<file path="config.mk">
export PLATFORM = sky130hd
export DESIGN_NAME = sorted_priority_queue_unit
export DESIGN_NICKNAME = d
export VERILOG_FILES = /design/src/rtl/core/spq_pkg.sv /design/src/rtl/core/spq_ctrl.sv /design/src/rtl/core/spq_dpath.sv /design/src/rtl/core/sorted_priority_queue_unit.sv
export SDC_FILE = /design/constraint.sdc
export NUM_CORES = 2
export LEC_CHECK = 0
export ABC_AREA = 1
export BUFFER_PORTS_ARGS = -buffer_cell sky130_fd_sc_hd__buf_2
export CORE_UTILIZATION = 60
export CTS_BUF_LIST = sky130_fd_sc_hd__clkbuf_4 sky130_fd_sc_hd__clkbuf_8
export DETAILED_ROUTE_END_ITERATION = 7
export GPL_TIMING_DRIVEN = 0
export PLACE_DENSITY = 0.8
export SLEW_MARGIN = 5
export SYNTH_ARGS = -nofsm -noshare
export SYNTH_HDL_FRONTEND = slang
export SYNTH_SLANG_ARGS = --single-unit
</file>
<file path="constraint.sdc">
create_clock -name i_clk -period 5.9 [get_ports i_clk]
set_input_delay 0.59 -clock i_clk [delete_from_list [all_inputs] [get_ports i_clk]]
set_output_delay 0.59 -clock i_clk [all_outputs]
set_load 0.05 [all_outputs]
</file>
<file path="src/rtl/core/spq_pkg.sv">
`default_nettype none

package spq_pkg;

    // queue geometry
    localparam int DEPTH = 16;
    localparam int CNT_W = $clog2(DEPTH + 1);
    localparam int CAP_W = 5;
    localparam int CMP_W = (CNT_W > CAP_W) ? CNT_W : CAP_W;
    localparam int VAL_W = 32;
    localparam int STAT_W = 2;
    localparam int OUT_CNT_W = 5;

    // operation codes carried in tuser
    typedef enum logic [0:0] {
        KIND_INSERT = 1'b0,
        KIND_REMOVE = 1'b1
    } t_kind;

    // result status codes
    typedef enum logic [STAT_W-1:0] {
        STAT_DONE      = 2'd0,
        STAT_FULL      = 2'd1,
        STAT_NOT_FOUND = 2'd2
    } t_status;

    // controller states: result register empty or holding a word
    typedef enum logic [0:0] {
        S_EMPTY = 1'b0,
        S_HOLD  = 1'b1
    } t_state;

    // command from controller to datapath
    typedef struct packed {
        logic exec;   // run the operation on the input word and load the result
    } t_cmd;

endpackage

`default_nettype wire

</file>
<file path="src/rtl/core/spq_ctrl.sv">
`default_nettype none

module spq_ctrl (
    input  wire                 i_clk,
    input  wire                 i_rst_n,
    input  wire                 i_s_axis_tvalid,
    output logic                o_s_axis_tready,
    output logic                o_m_axis_tvalid,
    input  wire                 i_m_axis_tready,
    output spq_pkg::t_cmd       o_cmd
);
    import spq_pkg::*;

    t_state r_state;
    t_state n_state;

    // state register
    always_ff @(posedge i_clk) begin
        if (!i_rst_n) begin
            r_state <= S_EMPTY;
        end else begin
            r_state <= n_state;
        end
    end

    // next state and handshake outputs
    always_comb begin
        n_state         = r_state;
        o_m_axis_tvalid = 1'b0;
        o_s_axis_tready = 1'b0;
        o_cmd.exec      = 1'b0;
        unique case (r_state)
            S_EMPTY: begin
                o_s_axis_tready = 1'b1;
                if (i_s_axis_tvalid) begin
                    o_cmd.exec = 1'b1;
                    n_state    = S_HOLD;
                end
            end
            S_HOLD: begin
                o_m_axis_tvalid = 1'b1;
                // result leaves while the next word may enter
                o_s_axis_tready = i_m_axis_tready;
                if (i_m_axis_tready) begin
                    if (i_s_axis_tvalid) begin
                        o_cmd.exec = 1'b1;
                        n_state    = S_HOLD;
                    end else begin
                        n_state    = S_EMPTY;
                    end
                end
            end
            default: begin
                n_state = S_EMPTY;
            end
        endcase
        // no input word is taken while reset is held
        if (!i_rst_n) begin
            o_s_axis_tready = 1'b0;
            o_cmd.exec      = 1'b0;
        end
    end

endmodule

`default_nettype wire

</file>
<file path="src/rtl/core/spq_dpath.sv">
`default_nettype none

module spq_dpath (
    input  wire                                 i_clk,
    input  wire                                 i_rst_n,
    input  spq_pkg::t_cmd                       i_cmd,
    input  wire                                 i_kind,
    input  wire signed [spq_pkg::VAL_W-1:0]     i_value,
    input  wire                                 i_cfg_we,
    input  wire        [spq_pkg::CAP_W-1:0]     i_cfg_wdata,
    output logic       [spq_pkg::STAT_W-1:0]    o_status,
    output logic       [spq_pkg::OUT_CNT_W-1:0] o_count,
    output logic signed [spq_pkg::VAL_W-1:0]    o_smallest
);
    import spq_pkg::*;

    // entry cells, count and capacity
    logic signed [VAL_W-1:0] r_entries [DEPTH];
    logic signed [VAL_W-1:0] n_entries [DEPTH];
    logic        [CNT_W-1:0] r_count;
    logic        [CNT_W-1:0] n_count;
    logic        [CAP_W-1:0] r_cap;

    // result register
    logic        [STAT_W-1:0]    r_res_status;
    logic        [OUT_CNT_W-1:0] r_res_count;
    logic signed [VAL_W-1:0]     r_res_smallest;
    t_status                     n_status;

    // per-cell compare flags
    logic [DEPTH-1:0] gt_v;    // cell sits after the insert point
    logic [DEPTH-1:0] eq_v;    // valid cell equal to the value
    logic [DEPTH-1:0] ge_v;    // cell at or after the value
    logic [CMP_W-1:0] limit;
    logic             full;
    logic             found;

    // insert limit saturates at DEPTH
    always_comb begin
        if (CMP_W'(r_cap) > CMP_W'(DEPTH)) begin
            limit = CMP_W'(DEPTH);
        end else begin
            limit = CMP_W'(r_cap);
        end
        full = CMP_W'(r_count) >= limit;
    end

    // parallel compares, one per cell
    always_comb begin
        for (int i = 0; i < DEPTH; i++) begin
            if (CNT_W'(i) < r_count) begin
                gt_v[i] = r_entries[i] > i_value;
                eq_v[i] = r_entries[i] == i_value;
            end else begin
                gt_v[i] = 1'b1;
                eq_v[i] = 1'b0;
            end
            ge_v[i] = !(i_value > r_entries[i]);
        end
        found = |eq_v;
    end

    // next cell contents, count and status
    always_comb begin
        for (int i = 0; i < DEPTH; i++) begin
            n_entries[i] = r_entries[i];
        end
        n_count  = r_count;
        n_status = STAT_DONE;
        if (i_kind == KIND_INSERT) begin
            if (full) begin
                n_status = STAT_FULL;
            end else begin
                n_count = r_count + CNT_W'(1);
                // first cell after the insert point takes the value, later ones shift up
                n_entries[0] = gt_v[0] ? i_value : r_entries[0];
                for (int i = 1; i < DEPTH; i++) begin
                    if (gt_v[i] && !gt_v[i-1]) begin
                        n_entries[i] = i_value;
                    end else if (gt_v[i]) begin
                        n_entries[i] = r_entries[i-1];
                    end
                end
            end
        end else begin
            if (!found) begin
                n_status = STAT_NOT_FOUND;
            end else begin
                n_count = r_count - CNT_W'(1);
                // cells from the first match on take their upper neighbor
                for (int i = 0; i < DEPTH - 1; i++) begin
                    if (ge_v[i]) begin
                        n_entries[i] = r_entries[i+1];
                    end
                end
            end
        end
    end

    // control state
    always_ff @(posedge i_clk) begin
        if (!i_rst_n) begin
            r_count <= '0;
            r_cap   <= CAP_W'(16);
        end else begin
            if (i_cfg_we) begin
                r_cap <= i_cfg_wdata;
            end
            if (i_cmd.exec) begin
                r_count <= n_count;
            end
        end
    end

    // cells and result word
    always_ff @(posedge i_clk) begin
        if (i_cmd.exec) begin
            for (int i = 0; i < DEPTH; i++) begin
                r_entries[i] <= n_entries[i];
            end
            r_res_status <= n_status;
            r_res_count  <= OUT_CNT_W'(n_count);
            if (n_count != '0) begin
                r_res_smallest <= n_entries[0];
            end else begin
                r_res_smallest <= '0;
            end
        end
    end

    assign o_status   = r_res_status;
    assign o_count    = r_res_count;
    assign o_smallest = r_res_smallest;

endmodule

`default_nettype wire

</file>
<file path="src/rtl/core/sorted_priority_queue_unit.sv">
`default_nettype none

// Channel   Dir  Ports                          Contents (lowest bit up)
// s_axis    in   tvalid/tready/tdata/tuser      tdata: value[31:0]; tuser: kind[0]
// m_axis    out  tvalid/tready/tdata            status[1:0] count[6:2] smallest[38:7]
// cfg       in   i_cfg_we/i_cfg_wdata           capacity[4:0], no read-back
//
// Each word is compared against all cells at once and the queue updates in the
// cycle it is accepted, when its result is also loaded into the output register.
// One word per cycle is sustained while the sink keeps tready high.
// Reset (i_rst_n low, synchronous) empties the queue and sets capacity to 16.
// A stalled result holds the output register and blocks new input words.

module sorted_priority_queue_unit (
    input  wire         i_clk,
    input  wire         i_rst_n,
    input  wire         i_s_axis_tvalid,
    output logic        o_s_axis_tready,
    input  wire  [31:0] i_s_axis_tdata,    // value[31:0]
    input  wire  [0:0]  i_s_axis_tuser,    // kind[0]
    output logic        o_m_axis_tvalid,
    input  wire         i_m_axis_tready,
    output logic [39:0] o_m_axis_tdata,    // status[1:0] count[6:2] smallest[38:7] zero[39]
    input  wire         i_cfg_we,
    input  wire  [4:0]  i_cfg_wdata        // capacity[4:0]
);
    import spq_pkg::*;

    t_cmd                     cmd;
    logic [STAT_W-1:0]        res_status;
    logic [OUT_CNT_W-1:0]     res_count;
    logic signed [VAL_W-1:0]  res_smallest;

    // handshake control
    spq_ctrl u_ctrl (
        .i_clk           (i_clk),
        .i_rst_n         (i_rst_n),
        .i_s_axis_tvalid (i_s_axis_tvalid),
        .o_s_axis_tready (o_s_axis_tready),
        .o_m_axis_tvalid (o_m_axis_tvalid),
        .i_m_axis_tready (i_m_axis_tready),
        .o_cmd           (cmd)
    );

    // cells and result register
    spq_dpath u_dpath (
        .i_clk       (i_clk),
        .i_rst_n     (i_rst_n),
        .i_cmd       (cmd),
        .i_kind      (i_s_axis_tuser[0]),
        .i_value     (i_s_axis_tdata),
        .i_cfg_we    (i_cfg_we),
        .i_cfg_wdata (i_cfg_wdata),
        .o_status    (res_status),
        .o_count     (res_count),
        .o_smallest  (res_smallest)
    );

    // pack result word
    assign o_m_axis_tdata = {1'b0, res_smallest, res_count, res_status};

endmodule

`default_nettype wire
</file>
== After elaboration in Yosys (flattened, before gate mapping) ==
Memories as Yosys holds them, arrays and structs flattened.
Index checks and enable logic that the tools add are counted.
Word-level totals
  flip-flop bits (word level): 50
  bits in writable memories: 512
  bits of input ports: 43
  output and inout bits: 42
  logic and storage cells: 207
  memories: 1
Operators by class
  add/subtract/negate cells: 2
  order comparisons: 49
  equal/unequal tests: 16
  multiplexer cells: 100
  bitwise logic cells: 1
  reduce and logical (&&, ||, !) cells: 32
Memory list
  u_dpath.r_entries: depth 16, bits a word 32, read ports 16, clocked after memory_dff 0, write ports 16, RTL line spq_dpath.sv:18  | logic signed [VAL_W-1:0] r_entries [DEPTH];
Operators with widths (count)
  32-bit 2-to-1 mux: 47
  32-bit greater-than comparator: 31
  480-bit 2-to-1 mux: 2
  32-bit == test: 16
  512-bit 2-to-1 mux: 1
  1-bit 2-to-1 mux: 41
  4-bit by 5-bit < comparator with 1-bit output, first input constant: 8
  3-bit by 5-bit < comparator with 1-bit output, first input constant: 4
  5-bit 2-to-1 mux: 4
  16-bit OR reduction: 1
  1-bit logical AND: 15
  1-bit zero test: 15
  1-bit by 5-bit < comparator with 1-bit output, first input constant: 2
  2-bit by 5-bit < comparator with 1-bit output, first input constant: 2
  1-bit one-hot mux with 2 select lines: 3
  5-bit by 1-bit adder with 5-bit output, second input constant: 1
  5-bit greater-or-equal comparator: 1
  5-bit greater-than comparator, second input constant: 1
  5-bit nonzero test: 1
  5-bit by 1-bit subtractor with 5-bit output, second input constant: 1
  2-bit 2-to-1 mux: 2
  1-bit inverter: 1

== Depth between registers and ports, before layout ==
An unclocked memory read counts as a cell.
  word-level depth: 8
  depth in mapped cells: 22
  depth with buffers taken out: 21

== Modules after synthesis ==
From an unflattened synthesis, not the netlist that was laid out.
Unflattened totals
  cells, all modules: 5697
  area total of the unflattened synthesis: 43404.1 um^2
By module, submodules not included
  spq_dpath: instances 1, cells each 5686, area an instance 43334.1 um^2, seq. area each 16746.1 um^2
  spq_ctrl: instances 1, cells each 9, area an instance 58.8 um^2, seq. area each 20.0 um^2
  sorted_priority_queue_unit: instances 1, cells each 2, area an instance 11.3 um^2, seq. area each 0.0 um^2

== Least setup slack after synthesis ==
No wires, ideal clock.
  kind: in2reg
  start: input i_m_axis_tready
  end: memory u_dpath.r_entries[8][0] (netlist: u_dpath.r_entries[1][0]) (enable)
  library setup time: 0.470 ns
  data arrival time: 6.305 ns
  slack: -0.875 ns
  stages: 8
  path buffers: 0
  cells stage by stage: inv_1 > nand2_1 > inv_1 > nor2_1 > nand2_1 > inv_1 > nand3_1 > a211oi_1
RTL lines
  from (decl): RTL line sorted_priority_queue_unit.sv:22  | input wire i_m_axis_tready,
  to (decl): RTL line spq_dpath.sv:18

==> results by group <==
GRT
  – Pin count of the biggest net entering global routing: 71
  – Global route overflow: 0
  – GRT Overall Usage: 37.0%
  – First-pass GRT wire length: 211,000 microns
  – Initial antenna violation count: 3
  – Vias in the first global route: 39,900

Worst setup path
  – Crit path DAT: 5.96 ns
  – Worst r2r path cells: 16
  – Flop-to-flop setup slack: 1.09 ns
  – Setup CP Type: input port to register
  – Critical path capture point: u_dpath.r_entries[1][199]
  – Worst Setup End Kind: register
  – RR Endpoint: u_dpath.r_entries[1][199]
  – Worst EP required: 6.33 ns
  – Worst r2r src: u_dpath.r_entries[1][143]
  – CP Max Fanout: 24
  – Crit path launch: i_s_axis_tdata[0]
  – Startpoint types: input port

Clock tree
  – Clock transition at the registers of the reported paths: 0.06 ns
  – Worst-case clock buffer depth: 3
  – Clk_lat worst skew: 0.76 ns
  – Post-CTS Setup Bufs: 0
  – H-tree depth: 3
  – Clk sink count: 562
  – # hold bufs at CTS: 0
  – CTS Buf Count: 102
  – CTS root buffer: clkbuf_8
  – CTS tree: built

Timing
  – Max-slew violation count: 0
  – Final min period: 5.53 ns
  – Post-route setup slack: 0.372 ns
  – Setup Viol. Count Final: 0
  – FMAX: 181 MHz
  – Slew HR: 5.77%
  – Period Utilization, post-route: 93.7%
  – Worst-Margin Slew: 1.41 ns
  – Unrepaired setup endpoints after global routing: no
  – Max Clock Skew: 0.0591 ns
  – Final hold violations: 0

Final layout
  – Layout cells sized above 1: 7.37%
  – Fill cells: 6,373
  – Synth-to-layout area growth: 9.36%
  – Footprint of the multi-input gates: 23,700 sq um
  – Register area: 16,800 sq um
  – Nets: 6,584
  – Non-Filler Instances: 7,054

Detailed routing
  – Pre-antenna DRT Iters: 8
  – Vias: 40,900
  – # DRC: 1
  – WL/cell: 19.7 microns
  – Final ANT Viol Nets: 0
  – Vias/cell: 5.80
  – Drt total wl: 139,000 microns
  – Drt initial violations: 4,067

Yosys
  – Syn_nets: 6,390
  – Synthesized flop and latch total: 562
  – Synth Warn #: 0
  – Register area share after synthesis: 38.4%
  – Yosys cell types: 40
  – Gate count of the mapped netlist: 5,827
  – Syn_area_per_cell: 7.49 sq um
  – Post-synth EDFFs: 551
  – Netlist Area Pre-Place: 43,600 sq um
  – Async set-reset flop share out of synthesis: 0%
  – Synth Flop Type: edfxtp_1

Place
  – Detailed Place HPWL: 114,000 microns
  – Pre-CTS setup slack: -0.942 ns
  – Placer Congestion: 0.990
  – Placed cells: 6,876
  – PortBufs: 82

Worst hold path
  – Min-delay worst type: input port to register

Die
  – Die X-Extent: 272 microns
  – Die ar.: 73,800 sq um
  – Area of the core: 71,700 sq um
  – DIE HEIGHT: 272 microns
  – Initial cell density of the core: 60.8%
  – IO Pins: 85
  – Row Count: 98

Pwr
  – Pwr Density: 230 nW/um^2
  – VDD IR max: 0.190 mV
  – Leakage power figure: 22.5 nW

Outcome
  – Status: finished with violations
  – Failing checks: design-rule violations

Job
  – Max-cap viol count: 0
stage by stage:
step                utilization (%)  TNS, ns  hold slack (ns)  total power [mW]  instance area (sq um)
finish                         66.5        0            0.110              11.0                  47700
global route                   66.5        0            0.101              11.4                  47700
CTS                            66.5        0           0.0751              10.9                  47700
detailed placement             63.8  -377.53            0.483              7.20                  45700
global placement               63.1  -919.93            0.469              7.08                  45200
floorplan                         -  -160.88            0.450              6.44                  43700
timing repair:
action / 4_1_cts / 5_1_grt
gates cloned: 0 / 0
setup endpoints to repair: 180 / 150
resized for setup: 1 / 1
flip-flops by register name, indices dropped and copies added, names as in the netlist:
signal,flops
u_dpath.r_cap,5
u_ctrl.r_state,1
u_dpath.r_count,5
u_dpath.o_count,5
u_dpath.o_status,2
u_dpath.o_smallest,32
u_dpath.r_entries,512
cells in the mapped netlist (all sizes together) (10+ instances only):
library cell  number  share of area (%)
clkbuf           196                1.7
a21oi            347                4.0
edfxtp           551                 38
o211ai            50               0.86
nand4             37               0.53
buf               99                1.2
a211oi            10               0.17
dfxtp             11               0.50
nand2           2025                 18
nand3            780                9.0
inv              556                4.8
o22ai             33               0.47
ha               520                 15
o21a              21               0.36
o21ai            240                2.8
nor2             318                2.8
cell families after synthesis:
family                     after synthesis  share of synthesized area (%)
xor gates and xnor gates                 4                         0.0803
other                                    1                        0.00860
AOI/OAI and AO/OA                      711                           8.78
adders and majority gates              520                           14.9
and+or+nand+nor                       3174                           30.1
DFF                                    562                           38.4
buffers and inverters                  855                           7.67
per-layer routing:
metal,share of wire [%],GRT usage [%],vias to the layer above
li1,-,-,20000
met1,39,44.6,18600
met2,47,62.4,1913
met3,8.3,5.26,407
met4,6.3,22.8,0
met5,0,0,-
how the worst min path moves through the flow:
stage,cells past startpoint,slack [ns],to,from
after floorplan,2,0.45,u_dpath.r_cap[0],u_dpath.r_cap[0]
after global placement,2,0.47,u_dpath.r_cap[0],u_dpath.r_cap[0]
after detailed placement,2,0.48,u_dpath.r_cap[0],u_dpath.r_cap[0]
after CTS,3,0.08,u_dpath.r_cap[2],i_cfg_wdata[2]
after global routing,3,0.10,u_dpath.r_cap[3],i_cfg_wdata[3]
final,3,0.11,u_dpath.r_cap[2],i_cfg_wdata[2]
worst max-delay path, cell delays in order:
cell,delay [ns]
buf_2,0.42
inv_1,0.42
clkbuf_1,0.49
ha_1,0.45
nand2_1,0.06
nor2_1,0.10
nand3_1,0.08
nor2_1,0.47
nand3_1,0.13
nand2_1,0.11
nor2_1,0.05
nand2_2,0.17
nor2_4,0.07
nand2_2,0.13
nand3_2,0.56
inv_1,0.64
o21ai_0,0.30
a21oi_4,0.42
buf_16,0.23
final cells by class:
class,count,share of cell area (%)
flip-flops and latches,562,35.1
repair buffers,99,1.57
multi-input cells,4410,49.6
clock buffers,147,3.69
inverters,560,4.41
well taps,950,2.49
clock inverters,38,0.467
plain buffers,286,2.59
diodes,2,0.0105
report_power, final:
group | leakage [nW] | total, mW | switching (mW) | internal (mW)
logic | 16.2 | 2.43 | 1.71 | 0.719
registers | 5.21 | 4.75 | 0.0995 | 4.65
clock network | 1.06 | 3.78 | 1.79 | 1.99
placed cells by master, fill, tap and decap left out, types with 9 or more instances in the layout:
| cell type | count |
|---|---|
| ha_1 | 520 |
| inv_2 | 35 |
| edfxtp_1 | 551 |
| clkinv_1 | 27 |
| nand2_2 | 32 |
| nand4_1 | 37 |
| o211ai_1 | 50 |
| nor2_1 | 310 |
| clkinv_2 | 10 |
| buf_1 | 25 |
| clkbuf_4 | 42 |
| clkbuf_2 | 20 |
| o21ai_1 | 35 |
| nand3_1 | 776 |
| dfxtp_1 | 11 |
| o21a_1 | 21 |
| o21ai_0 | 205 |
| buf_6 | 9 |
| buf_2 | 147 |
| a21oi_1 | 339 |
| inv_1 | 520 |
| o22ai_1 | 33 |
| clkbuf_8 | 105 |
| nand2_1 | 1993 |
| clkbuf_1 | 167 |
Power figures use the tool's default switching activity.
